$ cat src/sv/five_valued_gate_fault_eval_unit_assert.svh
// Assertion macros for the five-valued gate evaluation unit.
`ifndef FIVE_VALUED_GATE_FAULT_EVAL_UNIT_ASSERT_SVH
`define FIVE_VALUED_GATE_FAULT_EVAL_UNIT_ASSERT_SVH

// Same-cycle implication, sampled on clk, off while rst_n is low.
`define FVGFE_ASSERT_IMPL(label, ante, cons, msg) \
    label: assert property (@(posedge clk) disable iff (!rst_n) (ante) |-> (cons)) \
        else $error(msg);

// Next-cycle implication, sampled on clk, off while rst_n is low.
`define FVGFE_ASSERT_NEXT(label, ante, cons, msg) \
    label: assert property (@(posedge clk) disable iff (!rst_n) (ante) |=> (cons)) \
        else $error(msg);

`endif

$ cat src/sv/fvgfe_pkg.sv
// Types, codes and D-calculus functions for the five-valued gate evaluation unit.
package fvgfe_pkg;

    localparam int OP_W     = 4;
    localparam int FAULT_W  = 2;
    localparam int COUNT_W  = 4;
    localparam int VAL_W    = 3;
    localparam int SLOTS    = 8;
    localparam int HALF     = SLOTS / 2;
    localparam int PACKED_W = SLOTS * VAL_W;
    localparam int HI_W     = PACKED_W - HALF * VAL_W;

    // Largest fanin count that the evaluation honors.
    localparam int MAX_FANIN   = 8;
    localparam int FANIN_LIMIT = (MAX_FANIN < SLOTS) ? MAX_FANIN : SLOTS;

    typedef logic [VAL_W-1:0] val_t;

    localparam val_t V_ZERO = 3'd0;
    localparam val_t V_ONE  = 3'd1;
    localparam val_t V_X    = 3'd2;
    localparam val_t V_D    = 3'd3;
    localparam val_t V_DBAR = 3'd4;

    typedef enum logic [OP_W-1:0] {
        OP_PI     = 4'd0,
        OP_PO     = 4'd1,
        OP_NOT    = 4'd2,
        OP_BUFF   = 4'd3,
        OP_FANOUT = 4'd4,
        OP_AND    = 4'd5,
        OP_OR     = 4'd6,
        OP_NAND   = 4'd7,
        OP_NOR    = 4'd8,
        OP_XOR    = 4'd9,
        OP_XNOR   = 4'd10
    } op_t;

    typedef enum logic [FAULT_W-1:0] {
        FK_NONE = 2'd0,
        FK_SA0  = 2'd1,
        FK_SA1  = 2'd2,
        FK_RSVD = 2'd3
    } fault_t;

    // Codes above D-bar carry no meaning and read as X.
    function automatic val_t v_norm(input val_t v);
        return (v > V_DBAR) ? V_X : v;
    endfunction

    function automatic logic good_of(input val_t v);
        return (v == V_ONE) || (v == V_D);
    endfunction

    function automatic logic bad_of(input val_t v);
        return (v == V_ONE) || (v == V_DBAR);
    endfunction

    function automatic val_t from_pair(input logic g, input logic f);
        val_t r;
        if (g && f)
            r = V_ONE;
        else if (!g && !f)
            r = V_ZERO;
        else if (g)
            r = V_D;
        else
            r = V_DBAR;
        return r;
    endfunction

    function automatic val_t v_not(input val_t a);
        return (a == V_X) ? V_X : from_pair(!good_of(a), !bad_of(a));
    endfunction

    function automatic val_t v_and(input val_t a, input val_t b);
        val_t r;
        if (a == V_ZERO || b == V_ZERO)
            r = V_ZERO;
        else if (a == V_X || b == V_X)
            r = V_X;
        else
            r = from_pair(good_of(a) & good_of(b), bad_of(a) & bad_of(b));
        return r;
    endfunction

    function automatic val_t v_or(input val_t a, input val_t b);
        val_t r;
        if (a == V_ONE || b == V_ONE)
            r = V_ONE;
        else if (a == V_X || b == V_X)
            r = V_X;
        else
            r = from_pair(good_of(a) | good_of(b), bad_of(a) | bad_of(b));
        return r;
    endfunction

    function automatic val_t v_xor(input val_t a, input val_t b);
        val_t r;
        if (a == V_X || b == V_X)
            r = V_X;
        else
            r = from_pair(good_of(a) ^ good_of(b), bad_of(a) ^ bad_of(b));
        return r;
    endfunction

    function automatic logic is_fold(input logic [OP_W-1:0] op);
        return (op >= OP_AND) && (op <= OP_XNOR);
    endfunction

    // One step of the fold of a multi-input gate.
    function automatic val_t fold_step(input logic [OP_W-1:0] op, input val_t acc,
                                       input val_t v);
        val_t r;
        case (op)
            OP_AND, OP_NAND: r = v_and(acc, v);
            OP_OR, OP_NOR:   r = v_or(acc, v);
            default:         r = v_xor(acc, v);
        endcase
        return r;
    endfunction

    function automatic val_t with_fault(input val_t v, input logic [FAULT_W-1:0] kind);
        val_t r;
        r = v;
        case (kind)
            FK_SA0:
            begin
                if (v == V_ONE)
                    r = V_D;
                else if (v == V_DBAR)
                    r = V_ZERO;
            end
            FK_SA1:
            begin
                if (v == V_ZERO)
                    r = V_DBAR;
                else if (v == V_D)
                    r = V_ONE;
            end
            default: r = v;
        endcase
        return r;
    endfunction

endpackage

$ cat src/sv/fvgfe_if.sv
// Valid/ready channel interfaces for gate words and result words.
interface fvgfe_in_if;
    logic                            valid;
    logic                            ready;
    logic [fvgfe_pkg::OP_W-1:0]      op;
    logic [fvgfe_pkg::FAULT_W-1:0]   fault_kind;
    logic [fvgfe_pkg::COUNT_W-1:0]   fanin_count;
    logic [fvgfe_pkg::PACKED_W-1:0]  fanin_values;

    modport source (output valid, output op, output fault_kind, output fanin_count,
                    output fanin_values, input ready);
    modport sink   (input valid, input op, input fault_kind, input fanin_count,
                    input fanin_values, output ready);
endinterface

interface fvgfe_out_if;
    logic                        valid;
    logic                        ready;
    logic [fvgfe_pkg::VAL_W-1:0] out_value;

    modport source (output valid, output out_value, input ready);
    modport sink   (input valid, input out_value, output ready);
endinterface

$ cat src/sv/five_valued_gate_fault_eval_unit.sv
// Five-valued (0, 1, X, D, D-bar) gate evaluation with stuck-at fault injection.
//
// The gate channel takes one word per gate: gate type, fault kind, fanin count
// and eight packed 3-bit fanin values. The result channel returns one word per
// gate word, in order, holding the 3-bit output value.
// The datapath is a three-stage pipeline. Stage one decodes the gate and folds
// fanin slots zero to three, stage two folds slots four to seven, and stage
// three applies the output inversion and the fault into the output register.
// An accepted word passes through the stage one, stage two and stage three
// registers before it is offered as a valid result. Throughput is one word
// per cycle while ready stays high; the three register stages set the latency.
// When the receiver holds ready low, each stage keeps its word until the one
// behind it frees up; gate ready drops only once all three stages are full, so
// no word is lost or repeated.
// Reset clears all stage valid bits; no result is presented until a new word
// has been accepted.
`include "five_valued_gate_fault_eval_unit_assert.svh"

module five_valued_gate_fault_eval_unit (
    input  logic         clk,
    input  logic         rst_n,
    fvgfe_in_if.sink     gate,
    fvgfe_out_if.source  result
);

    logic s1_v_reg, s2_v_reg, s3_v_reg;
    logic adv1, adv2, adv3;

    logic [fvgfe_pkg::OP_W-1:0]     s1_op_reg, s2_op_reg;
    logic [fvgfe_pkg::FAULT_W-1:0]  s1_kind_reg, s2_kind_reg;
    logic [fvgfe_pkg::COUNT_W-1:0]  s1_cnt_reg, cnt_sat;
    logic [fvgfe_pkg::HI_W-1:0]     s1_hi_reg;
    fvgfe_pkg::val_t                s1_acc_reg, s1_acc_next;
    fvgfe_pkg::val_t                s2_acc_reg, s2_acc_next;
    fvgfe_pkg::val_t                s3_val_reg, s3_val_next;
    fvgfe_pkg::val_t                slot0;

    assign adv3       = !s3_v_reg || result.ready;
    assign adv2       = !s2_v_reg || adv3;
    assign adv1       = !s1_v_reg || adv2;
    assign gate.ready = adv1;

    assign result.valid     = s3_v_reg;
    assign result.out_value = s3_val_reg;

    // Stage one: decode the gate type and fold the lower four slots.
    always_comb
    begin
        cnt_sat = (gate.fanin_count > fvgfe_pkg::COUNT_W'(fvgfe_pkg::FANIN_LIMIT))
                ? fvgfe_pkg::COUNT_W'(fvgfe_pkg::FANIN_LIMIT) : gate.fanin_count;
        slot0 = fvgfe_pkg::v_norm(gate.fanin_values[fvgfe_pkg::VAL_W-1:0]);
        case (gate.op)
            fvgfe_pkg::OP_PI:
                s1_acc_next = slot0;
            fvgfe_pkg::OP_PO, fvgfe_pkg::OP_BUFF, fvgfe_pkg::OP_FANOUT:
                s1_acc_next = (cnt_sat == '0) ? fvgfe_pkg::V_X : slot0;
            fvgfe_pkg::OP_NOT:
                s1_acc_next = (cnt_sat == '0) ? fvgfe_pkg::V_X : fvgfe_pkg::v_not(slot0);
            fvgfe_pkg::OP_AND, fvgfe_pkg::OP_OR, fvgfe_pkg::OP_NAND,
            fvgfe_pkg::OP_NOR, fvgfe_pkg::OP_XOR, fvgfe_pkg::OP_XNOR:
            begin
                s1_acc_next = (gate.op == fvgfe_pkg::OP_AND || gate.op == fvgfe_pkg::OP_NAND)
                            ? fvgfe_pkg::V_ONE : fvgfe_pkg::V_ZERO;
                for (int i = 0; i < fvgfe_pkg::HALF; i++)
                begin
                    if (fvgfe_pkg::COUNT_W'(i) < cnt_sat)
                        s1_acc_next = fvgfe_pkg::fold_step(gate.op, s1_acc_next,
                            fvgfe_pkg::v_norm(gate.fanin_values[i*fvgfe_pkg::VAL_W +:
                                                                fvgfe_pkg::VAL_W]));
                end
            end
            default:
                s1_acc_next = fvgfe_pkg::V_X;
        endcase
    end

    // Stage two: continue the fold over the upper four slots.
    always_comb
    begin
        s2_acc_next = s1_acc_reg;
        if (fvgfe_pkg::is_fold(s1_op_reg))
        begin
            for (int i = 0; i < fvgfe_pkg::HALF; i++)
            begin
                if (fvgfe_pkg::COUNT_W'(i + fvgfe_pkg::HALF) < s1_cnt_reg)
                    s2_acc_next = fvgfe_pkg::fold_step(s1_op_reg, s2_acc_next,
                        fvgfe_pkg::v_norm(s1_hi_reg[i*fvgfe_pkg::VAL_W +: fvgfe_pkg::VAL_W]));
            end
        end
    end

    // Stage three: output inversion, then the fault; primary outputs stay fault free.
    always_comb
    begin
        s3_val_next = s2_acc_reg;
        if (s2_op_reg inside {fvgfe_pkg::OP_NAND, fvgfe_pkg::OP_NOR, fvgfe_pkg::OP_XNOR})
            s3_val_next = fvgfe_pkg::v_not(s3_val_next);
        if (s2_op_reg != fvgfe_pkg::OP_PO)
            s3_val_next = fvgfe_pkg::with_fault(s3_val_next, s2_kind_reg);
    end

    always_ff @(posedge clk or negedge rst_n)
    begin
        if (!rst_n)
        begin
            s1_v_reg <= 1'b0;
            s2_v_reg <= 1'b0;
            s3_v_reg <= 1'b0;
        end
        else
        begin
            if (adv1)
                s1_v_reg <= gate.valid;
            if (adv2)
                s2_v_reg <= s1_v_reg;
            if (adv3)
                s3_v_reg <= s2_v_reg;
        end
    end

    always_ff @(posedge clk)
    begin
        if (adv1)
        begin
            s1_op_reg   <= gate.op;
            s1_kind_reg <= gate.fault_kind;
            s1_cnt_reg  <= cnt_sat;
            s1_hi_reg   <= gate.fanin_values[fvgfe_pkg::PACKED_W-1:fvgfe_pkg::HALF*fvgfe_pkg::VAL_W];
            s1_acc_reg  <= s1_acc_next;
        end
        if (adv2)
        begin
            s2_op_reg   <= s1_op_reg;
            s2_kind_reg <= s1_kind_reg;
            s2_acc_reg  <= s2_acc_next;
        end
        if (adv3)
            s3_val_reg <= s3_val_next;
    end

    `FVGFE_ASSERT_NEXT(a_accept_fills_stage1, gate.valid && gate.ready, s1_v_reg,
        "accepted word did not reach stage one")
    `FVGFE_ASSERT_IMPL(a_full_stall_blocks_input,
        s1_v_reg && s2_v_reg && s3_v_reg && !result.ready, !gate.ready,
        "gate word taken while the pipeline is full and stalled")
    `FVGFE_ASSERT_IMPL(a_result_code_legal, result.valid, result.out_value <= fvgfe_pkg::V_DBAR,
        "result value outside the five-valued code set")

endmodule

$ cat src/flat_wrapper.sv
// flat-port wrapper written by rule: the top's interface ports become plain ports
module five_valued_gate_fault_eval_unit_flat 
  (clk, rst_n, gate_valid, gate_op, gate_fault_kind, gate_fanin_count, gate_fanin_values, gate_ready, result_valid, result_out_value, result_ready);
  fvgfe_in_if gate_i ();
  fvgfe_out_if result_i ();
  input  logic clk;
  input  logic rst_n;
  input wire logic [$bits(gate_i.valid)-1:0] gate_valid;
  input wire logic [$bits(gate_i.op)-1:0] gate_op;
  input wire logic [$bits(gate_i.fault_kind)-1:0] gate_fault_kind;
  input wire logic [$bits(gate_i.fanin_count)-1:0] gate_fanin_count;
  input wire logic [$bits(gate_i.fanin_values)-1:0] gate_fanin_values;
  output wire logic [$bits(gate_i.ready)-1:0] gate_ready;
  output wire logic [$bits(result_i.valid)-1:0] result_valid;
  output wire logic [$bits(result_i.out_value)-1:0] result_out_value;
  input wire logic [$bits(result_i.ready)-1:0] result_ready;
  assign gate_i.valid = gate_valid;
  assign gate_i.op = gate_op;
  assign gate_i.fault_kind = gate_fault_kind;
  assign gate_i.fanin_count = gate_fanin_count;
  assign gate_i.fanin_values = gate_fanin_values;
  assign gate_ready = gate_i.ready;
  assign result_valid = result_i.valid;
  assign result_out_value = result_i.out_value;
  assign result_i.ready = result_ready;
  five_valued_gate_fault_eval_unit u_core (.clk(clk), .rst_n(rst_n), .gate(gate_i), .result(result_i));
endmodule
$ cat config.mk
export PLATFORM = sky130hd
export DESIGN_NAME = five_valued_gate_fault_eval_unit_flat
export DESIGN_NICKNAME = d
export VERILOG_FILES = /design/src/sv/fvgfe_pkg.sv /design/src/sv/fvgfe_if.sv /design/src/sv/five_valued_gate_fault_eval_unit.sv /design/src/flat_wrapper.sv
export VERILOG_INCLUDE_DIRS = /design/src /design/src/sv
export SDC_FILE = /design/constraint.sdc
export NUM_CORES = 1
export LEC_CHECK = 0
export ABC_AREA = 1
export BUFFER_PORTS_ARGS = -buffer_cell sky130_fd_sc_hd__buf_4
export CAP_MARGIN = 20
export CORE_MARGIN = 2
export CORE_UTILIZATION = 55
export CTS_BUF_LIST = sky130_fd_sc_hd__clkbuf_8 sky130_fd_sc_hd__clkbuf_16
export CTS_CLUSTER_SIZE = 24
export DETAILED_ROUTE_END_ITERATION = 10
export GPL_TIMING_DRIVEN = 0
export PLACE_DENSITY = 0.75
export SYNTH_ARGS = -nofsm -noshare
export SYNTH_HDL_FRONTEND = slang
export SYNTH_SLANG_ARGS = --single-unit
$ cat constraint.sdc
create_clock -name clk -period 8.2 [get_ports clk]
set_input_delay 0.82 -clock clk [delete_from_list [all_inputs] [get_ports clk]]
set_output_delay 0.82 -clock clk [all_outputs]
set_load 0.02 [all_outputs]
==> metrics.cfg, run 1 <==
[outcome]
status=finished clean

[power]
vdd.ir_drop.worst_v=0.0000615
p_leak_nw=2.76
p_per_area_nw_per_um2=151

[logic_synthesis]
synth.largest_area_cell=edfxtp_1
synth.top_cells.by_area=edfxtp_1, nand2_1, inv_1, ha_1, nor2_1
synth_cells=723
synth_nets=795
synth_ff_type=edfxtp_1
yosysTopAreaCellShare_pct=23.7
netlist_area_um2=4680
syn_avg_cell_area_um2=6.48
synth_seq_area_share_pct=25.3
yosysWarnings=0
async_flop_share_pct=7.50
synthDistinctLibCells=44
synth-edff-count=37
synth.ff_latch_count=40

[setup_path]
cp.arrival_ns=5.59
cp.required_ns=8.26
r2r_cells=38
criticalPathCategory=reg -> reg
cp_max_fo=6
r2r_slack_ns=2.67
cp-start-kind=flop
r2r_end=u_core.s2_acc_reg[1]
cp_common_cell=nand2_1
end_kind=flop
slowest_stage=edfxtp_1
rr_startpoint=u_core.s1_hi_reg[0]
critPathMaxStageDelay_ns=0.44

[timing]
tns_ns=0
drv_slew=0
setup-violations-final=0
min_period_ns=5.53
fin_crit_sh_pct=67.4
hold_viol=0
slew_headroom_pct=67.0
rsz0062_at_grt=no
worst_pin_slew_ns=0.493
clock_skew_ns=0.00976
max_freq_ghz=0.181

[final_layout]
fin_nets=845
fin_cells=879
synthToLayoutAreaGrowth_pct=11.9
layout_common_cells=nand2_1, inv_1, nor2_1
antenna_cells=0
layout-drive-gt1-share_pct=19.3
nFillCells=764
final_common_cell=nand2_1
largest_register_ffs=12

[floorplan]
die-area_um2=9270
core-area_um2=8220
die_h_um=96.3
initial_core_util_pct=57.0
num_io_pins=43
die_x_um=96.3
rows=33

[route]
detail_route.first_pass.iterations=5
via_per_inst=5.12
drt_wl_total_um=10000
ant_nets=0
num_vias=4497
wl_per_cell_um=11.4
drt-initial-drc-count=212
route.detailed.drc=0

[clock_tree]
post_cts_resized=0
cts-buffers-inserted=5
cts_setup_buffers=0
ctsLongestPathBuffers=2
clk_latency_ns=0.29
ctsHoldBuffers=0
h-tree-depth=2
path_clk_slew_ns=0.08
cts_root_buffer=clkbuf_8
clock-sinks=40
cts_tree=built

[placed_design]
dp.cells=870
portBuffers=42
hpwl_um=8230
gp_congestion=0.920

[global_route]
grt_max_degree=28
grt_pass1_vias=4250
grt_usage_pct=23.0
overflow=0
grt_pass1_wl_um=17100
antenna_found_initial=0

[flow_run]
max_cap_viol_count=0

[hold_path]
hold_path.class=in -> async

==> worst max path at each step <==
stage	depth (start not counted)	end	slack [ns]	from
5_1_grt	39	u_core.s2_acc_reg[1]	2.09	u_core.s1_hi_reg[0]
2_1_floorplan	39	u_core.s1_acc_reg[1]	3.13	gate_fanin_values[1]
6_report	38	u_core.s2_acc_reg[1]	2.67	u_core.s1_hi_reg[0]
3_3_place_gp	37	u_core.s1_acc_reg[1]	2.50	gate_op[2]
3_5_place_dp	37	u_core.s1_acc_reg[1]	2.48	gate_op[2]
4_1_cts	38	u_core.s2_acc_reg[1]	2.66	u_core.s1_hi_reg[0]
==> cell usage after synthesis, drive strengths merged (2+ instances only) <==
cell,n
nand2,207
inv,151
nor2,108
nand3,71
edfxtp,37
a21oi,35
ha,34
o21ai,31
nand4,11
nor3,8
or2,6
clkinv,4
dfrtp,3
a21boi,2
buf,2
==> layout make-up <==
cell class / instances / area (um2) / area share (%)
tap: 105 / 131 / 2.51
inverter: 155 / 582 / 11.1
clock buffer: 5 / 68.8 / 1.31
sequential: 40 / 1190 / 22.6
multi-input combinational: 525 / 2900 / 55.2
clock inverter: 3 / 16.3 / 0.310
timing repair buffer: 43 / 343 / 6.54
buffer: 3 / 20.0 / 0.382
==> cell families after synthesis <==
kind of cell               Yosys count  share of synthesized area (%)
and+or+nand+nor                    414                           42.6
DFF                                 40                           25.3
AOI/OAI and AO/OA                   77                           10.2
adders and majority gates           34                           9.08
buffers and inverters              158                           12.9
==> report_power, final <==
group | leakage, nW | switching [mW] | total [mW] | internal (mW)
clock network | 0.0453 | 0.0677 | 0.126 | 0.0582
registers | 0.417 | 0.0160 | 0.270 | 0.254
logic | 2.30 | 0.251 | 0.393 | 0.142
==> layer usage <==
| metal | vias up | GRT usage (%) | wire (um) |
|---|---|---|---|
| met4 | 0 | 8.57 | 195 |
| met5 | - | 0 | 0 |
| li1 | 2371 | - | - |
| met3 | 16 | 2.82 | 269 |
| met2 | 75 | 43.6 | 5430 |
| met1 | 2035 | 26.0 | 4130 |
==> worst max-delay path: cells and delay by family (launching register included) <==
family                   cells  cell delay [ns]
AO/OA/AOI/OAI               11             1.79
buffers and inverters        7             0.53
adder cells (fa/ha/maj)      4             1.22
flip-flops                   1             0.44
AND/OR/NAND/NOR             16             1.33
==> stage by stage <==
stage                     area [um2]  hold slack (ns)  utilization, %  setup slack (ns)  power (mW)
after floorplan                 4680            0.400               -              3.13       0.573
after global placement          5130            0.406            62.4              2.50       0.649
after detailed placement        5130            0.405            62.4              2.48       0.662
after CTS                       5220            0.290            63.5              2.66       0.790
after global routing            5240            0.283            63.8              2.09       0.861
final                           5240            0.306            63.8              2.67       0.789
Note: power is estimated with default switching activity, not from simulation.
==> run 2: changes to the inputs <==
==> constraint.sdc (replaced) <==
create_clock -name clk -period 5.5 [get_ports clk]
set_input_delay 0.55 -clock clk [delete_from_list [all_inputs] [get_ports clk]]
set_output_delay 0.55 -clock clk [all_outputs]
set_load 0.02 [all_outputs]
==> metrics.cfg, run 2 (synthesized netlist as in run 1, its figures left out) <==
[setup_path]
cp-start-kind=flop
slowest_stage=edfxtp_1
r2r_slack_ns=0.37  ; -2.31 ns
r2r_cells=41  ; +7.9%
criticalPathCategory=reg -> reg
critPathMaxStageDelay_ns=0.49  ; +0.05 ns
cp_max_fo=5  ; -1
end_kind=flop
cp.required_ns=5.56  ; -2.70 ns
cp_common_cell=nand2_1
rr_startpoint=u_core.s1_acc_reg[2]
cp-startpoint=u_core.s1_acc_reg[2]
r2r_end=u_core.s2_acc_reg[1]
cp.arrival_ns=5.19  ; -0.40 ns

[route]
drt_wl_total_um=10500  ; +4.4%
wl_per_cell_um=11.8  ; +3.1%
via_per_inst=5.16  ; +0.92%
drt-initial-drc-count=225  ; +6.1%
num_vias=4595  ; +2.2%
ant_nets=0  ; unchanged
route.detailed.drc=0  ; unchanged
detail_route.first_pass.iterations=5  ; unchanged

[power]
finalPower_mw=1.22  ; +54%
power_switching_share_pct=42.6  ; +0.16 points
intPower_uw=700  ; +54%
p_leak_nw=2.82  ; +2.1%
pwr-share-comb_pct=51.5  ; +1.7 points
pwr-share-seq_pct=33.0  ; -1.2 points
p_per_area_nw_per_um2=226  ; +50%
p_clk_share_pct=15.4  ; -0.6 points
netSwitchingPower_uw=520  ; +55%
vdd.ir_drop.worst_v=0.0000918  ; +49%

[final_layout]
final_common_cell=nand2_1
fin_nets=856  ; +1.3%
largest_register_ffs=12  ; unchanged
antenna_cells=0  ; unchanged
layout_common_cells=nand2_1, inv_1, nor2_1
post-route-util_pct=65.6  ; +1.8 points
fin_cells=890  ; +1.3%
layout-drive-gt1-share_pct=22.2  ; +2.9 points
synthToLayoutAreaGrowth_pct=15.1

[floorplan]
die_h_um=96.3  ; unchanged
die_x_um=96.3  ; unchanged
core-area_um2=8220  ; unchanged
initial_core_util_pct=57.0  ; unchanged
rows=33  ; unchanged
die-area_um2=9270  ; unchanged
num_io_pins=43  ; unchanged

[timing]
worst_pin_slew_ns=0.496  ; +0.00277 ns
setup-violations-final=0  ; unchanged
drv_slew=0  ; unchanged
tns_ns=0  ; unchanged
hold_viol=0  ; unchanged
min_period_ns=5.13  ; -0.393 ns
clock_skew_ns=0.00992  ; +0.000161 ns
rsz0062_at_grt=yes
max_freq_ghz=0.195  ; +7.7%
slew_headroom_pct=66.9  ; -0.19 points
fin_crit_sh_pct=93.3  ; +26 points

[hold_path]
hold_path.class=in -> async

[clock_tree]
cts_root_buffer=clkbuf_8
ctsLongestPathBuffers=2  ; unchanged
clk_latency_ns=0.29  ; about the same
h-tree-depth=2  ; unchanged
cts_tree=built
cts-buffers-inserted=5  ; unchanged
path_clk_slew_ns=0.08  ; about the same
ctsHoldBuffers=0  ; unchanged
clock-sinks=40  ; unchanged

[placed_design]
gp_congestion=0.920  ; unchanged
hpwl_um=8230  ; unchanged
dp.cells=870  ; unchanged
portBuffers=42  ; unchanged

[global_route]
grt_pass1_vias=4250  ; unchanged
overflow=0  ; unchanged
antenna_found_initial=0  ; unchanged
grt_max_degree=28  ; unchanged
grt_pass1_wl_um=17100  ; unchanged
grt_usage_pct=23.0  ; unchanged

[outcome]
status=finished clean

[flow_run]
max_cap_viol_count=0  ; unchanged

run 2: changes by cell type in the layout (fill, tap and decap cells not counted), sizes merged:
cell      previous run  this run
clkinvlp             1         2
inv                152       151
buf                 45        56
run 2: worst max-delay path by stage:
stage	slack [ns]	endpoint	cells past startpoint
floorplan	0.70	u_core.s1_acc_reg[1]	39
global placement	0.07	u_core.s1_acc_reg[1]	37
detailed placement	0.004	u_core.s2_acc_reg[1]	40
CTS	0.07	u_core.s2_acc_reg[1]	38
global route	-0.05	u_core.s2_acc_reg[1]	42
finish	0.37	u_core.s2_acc_reg[1]	41
run 2: layout make-up:
type | count | area, um2
multi-input combinational | 525 | 2960
fill | 751 | 2830
sequential | 40 | 1190
inverter | 155 | 588
timing repair buffer | 54 | 425
tap | 105 | 131
clock buffer | 5 | 68.8
buffer | 3 | 20.0
clock inverter | 3 | 16.3
run 2: routing by layer:
metal	GRT usage (%)	vias to the layer above	routed length [um]	share of wire [%]
li1	-	2394	-	-
met1	26.0	2088	4260	41
met2	43.6	97	5680	54
met3	2.82	16	337	3.2
met4	8.57	0	195	1.9
met5	0	-	0	0
run 2: metrics by stage:
stage / setup WS, ns / hold WS (ns) / area, um2
after detailed placement: 0.00351 / 0.341 / 5130
final: 0.367 / 0.0379 / 5390
after floorplan: 0.696 / 0.254 / 4680
after global routing: -0.0540 / 0.0132 / 5390
after CTS: 0.0687 / 0.0203 / 5220
after global placement: 0.0675 / 0.339 / 5130
run 2: critical path, delay by kind of cell (launching register included):
| kind | cells | cell delay (ns) |
|---|---|---|
| adder cells (fa/ha/maj) | 4 | 1.05 |
| AND/OR/NAND/NOR | 21 | 1.82 |
| AO/OA/AOI/OAI | 9 | 1.07 |
| buffers and inverters | 7 | 0.43 |
| flip-flops | 1 | 0.49 |
run 2: timing repair:
action	CTS	global route
resized for setup	1	23
setup endpoints to repair	1	5
hold endpoints to repair	0	0
pin swaps	0	11
buffers inserted	0	11
run 2: power groups by stage:
stage	sequential, mW	clock [mW]	combinational [mW]
after floorplan	0.413	0	0.441
after global placement	0.408	0	0.560
after detailed placement	0.410	0	0.577
after CTS	0.403	0.194	0.580
after global routing	0.408	0.209	0.707
final	0.402	0.188	0.628
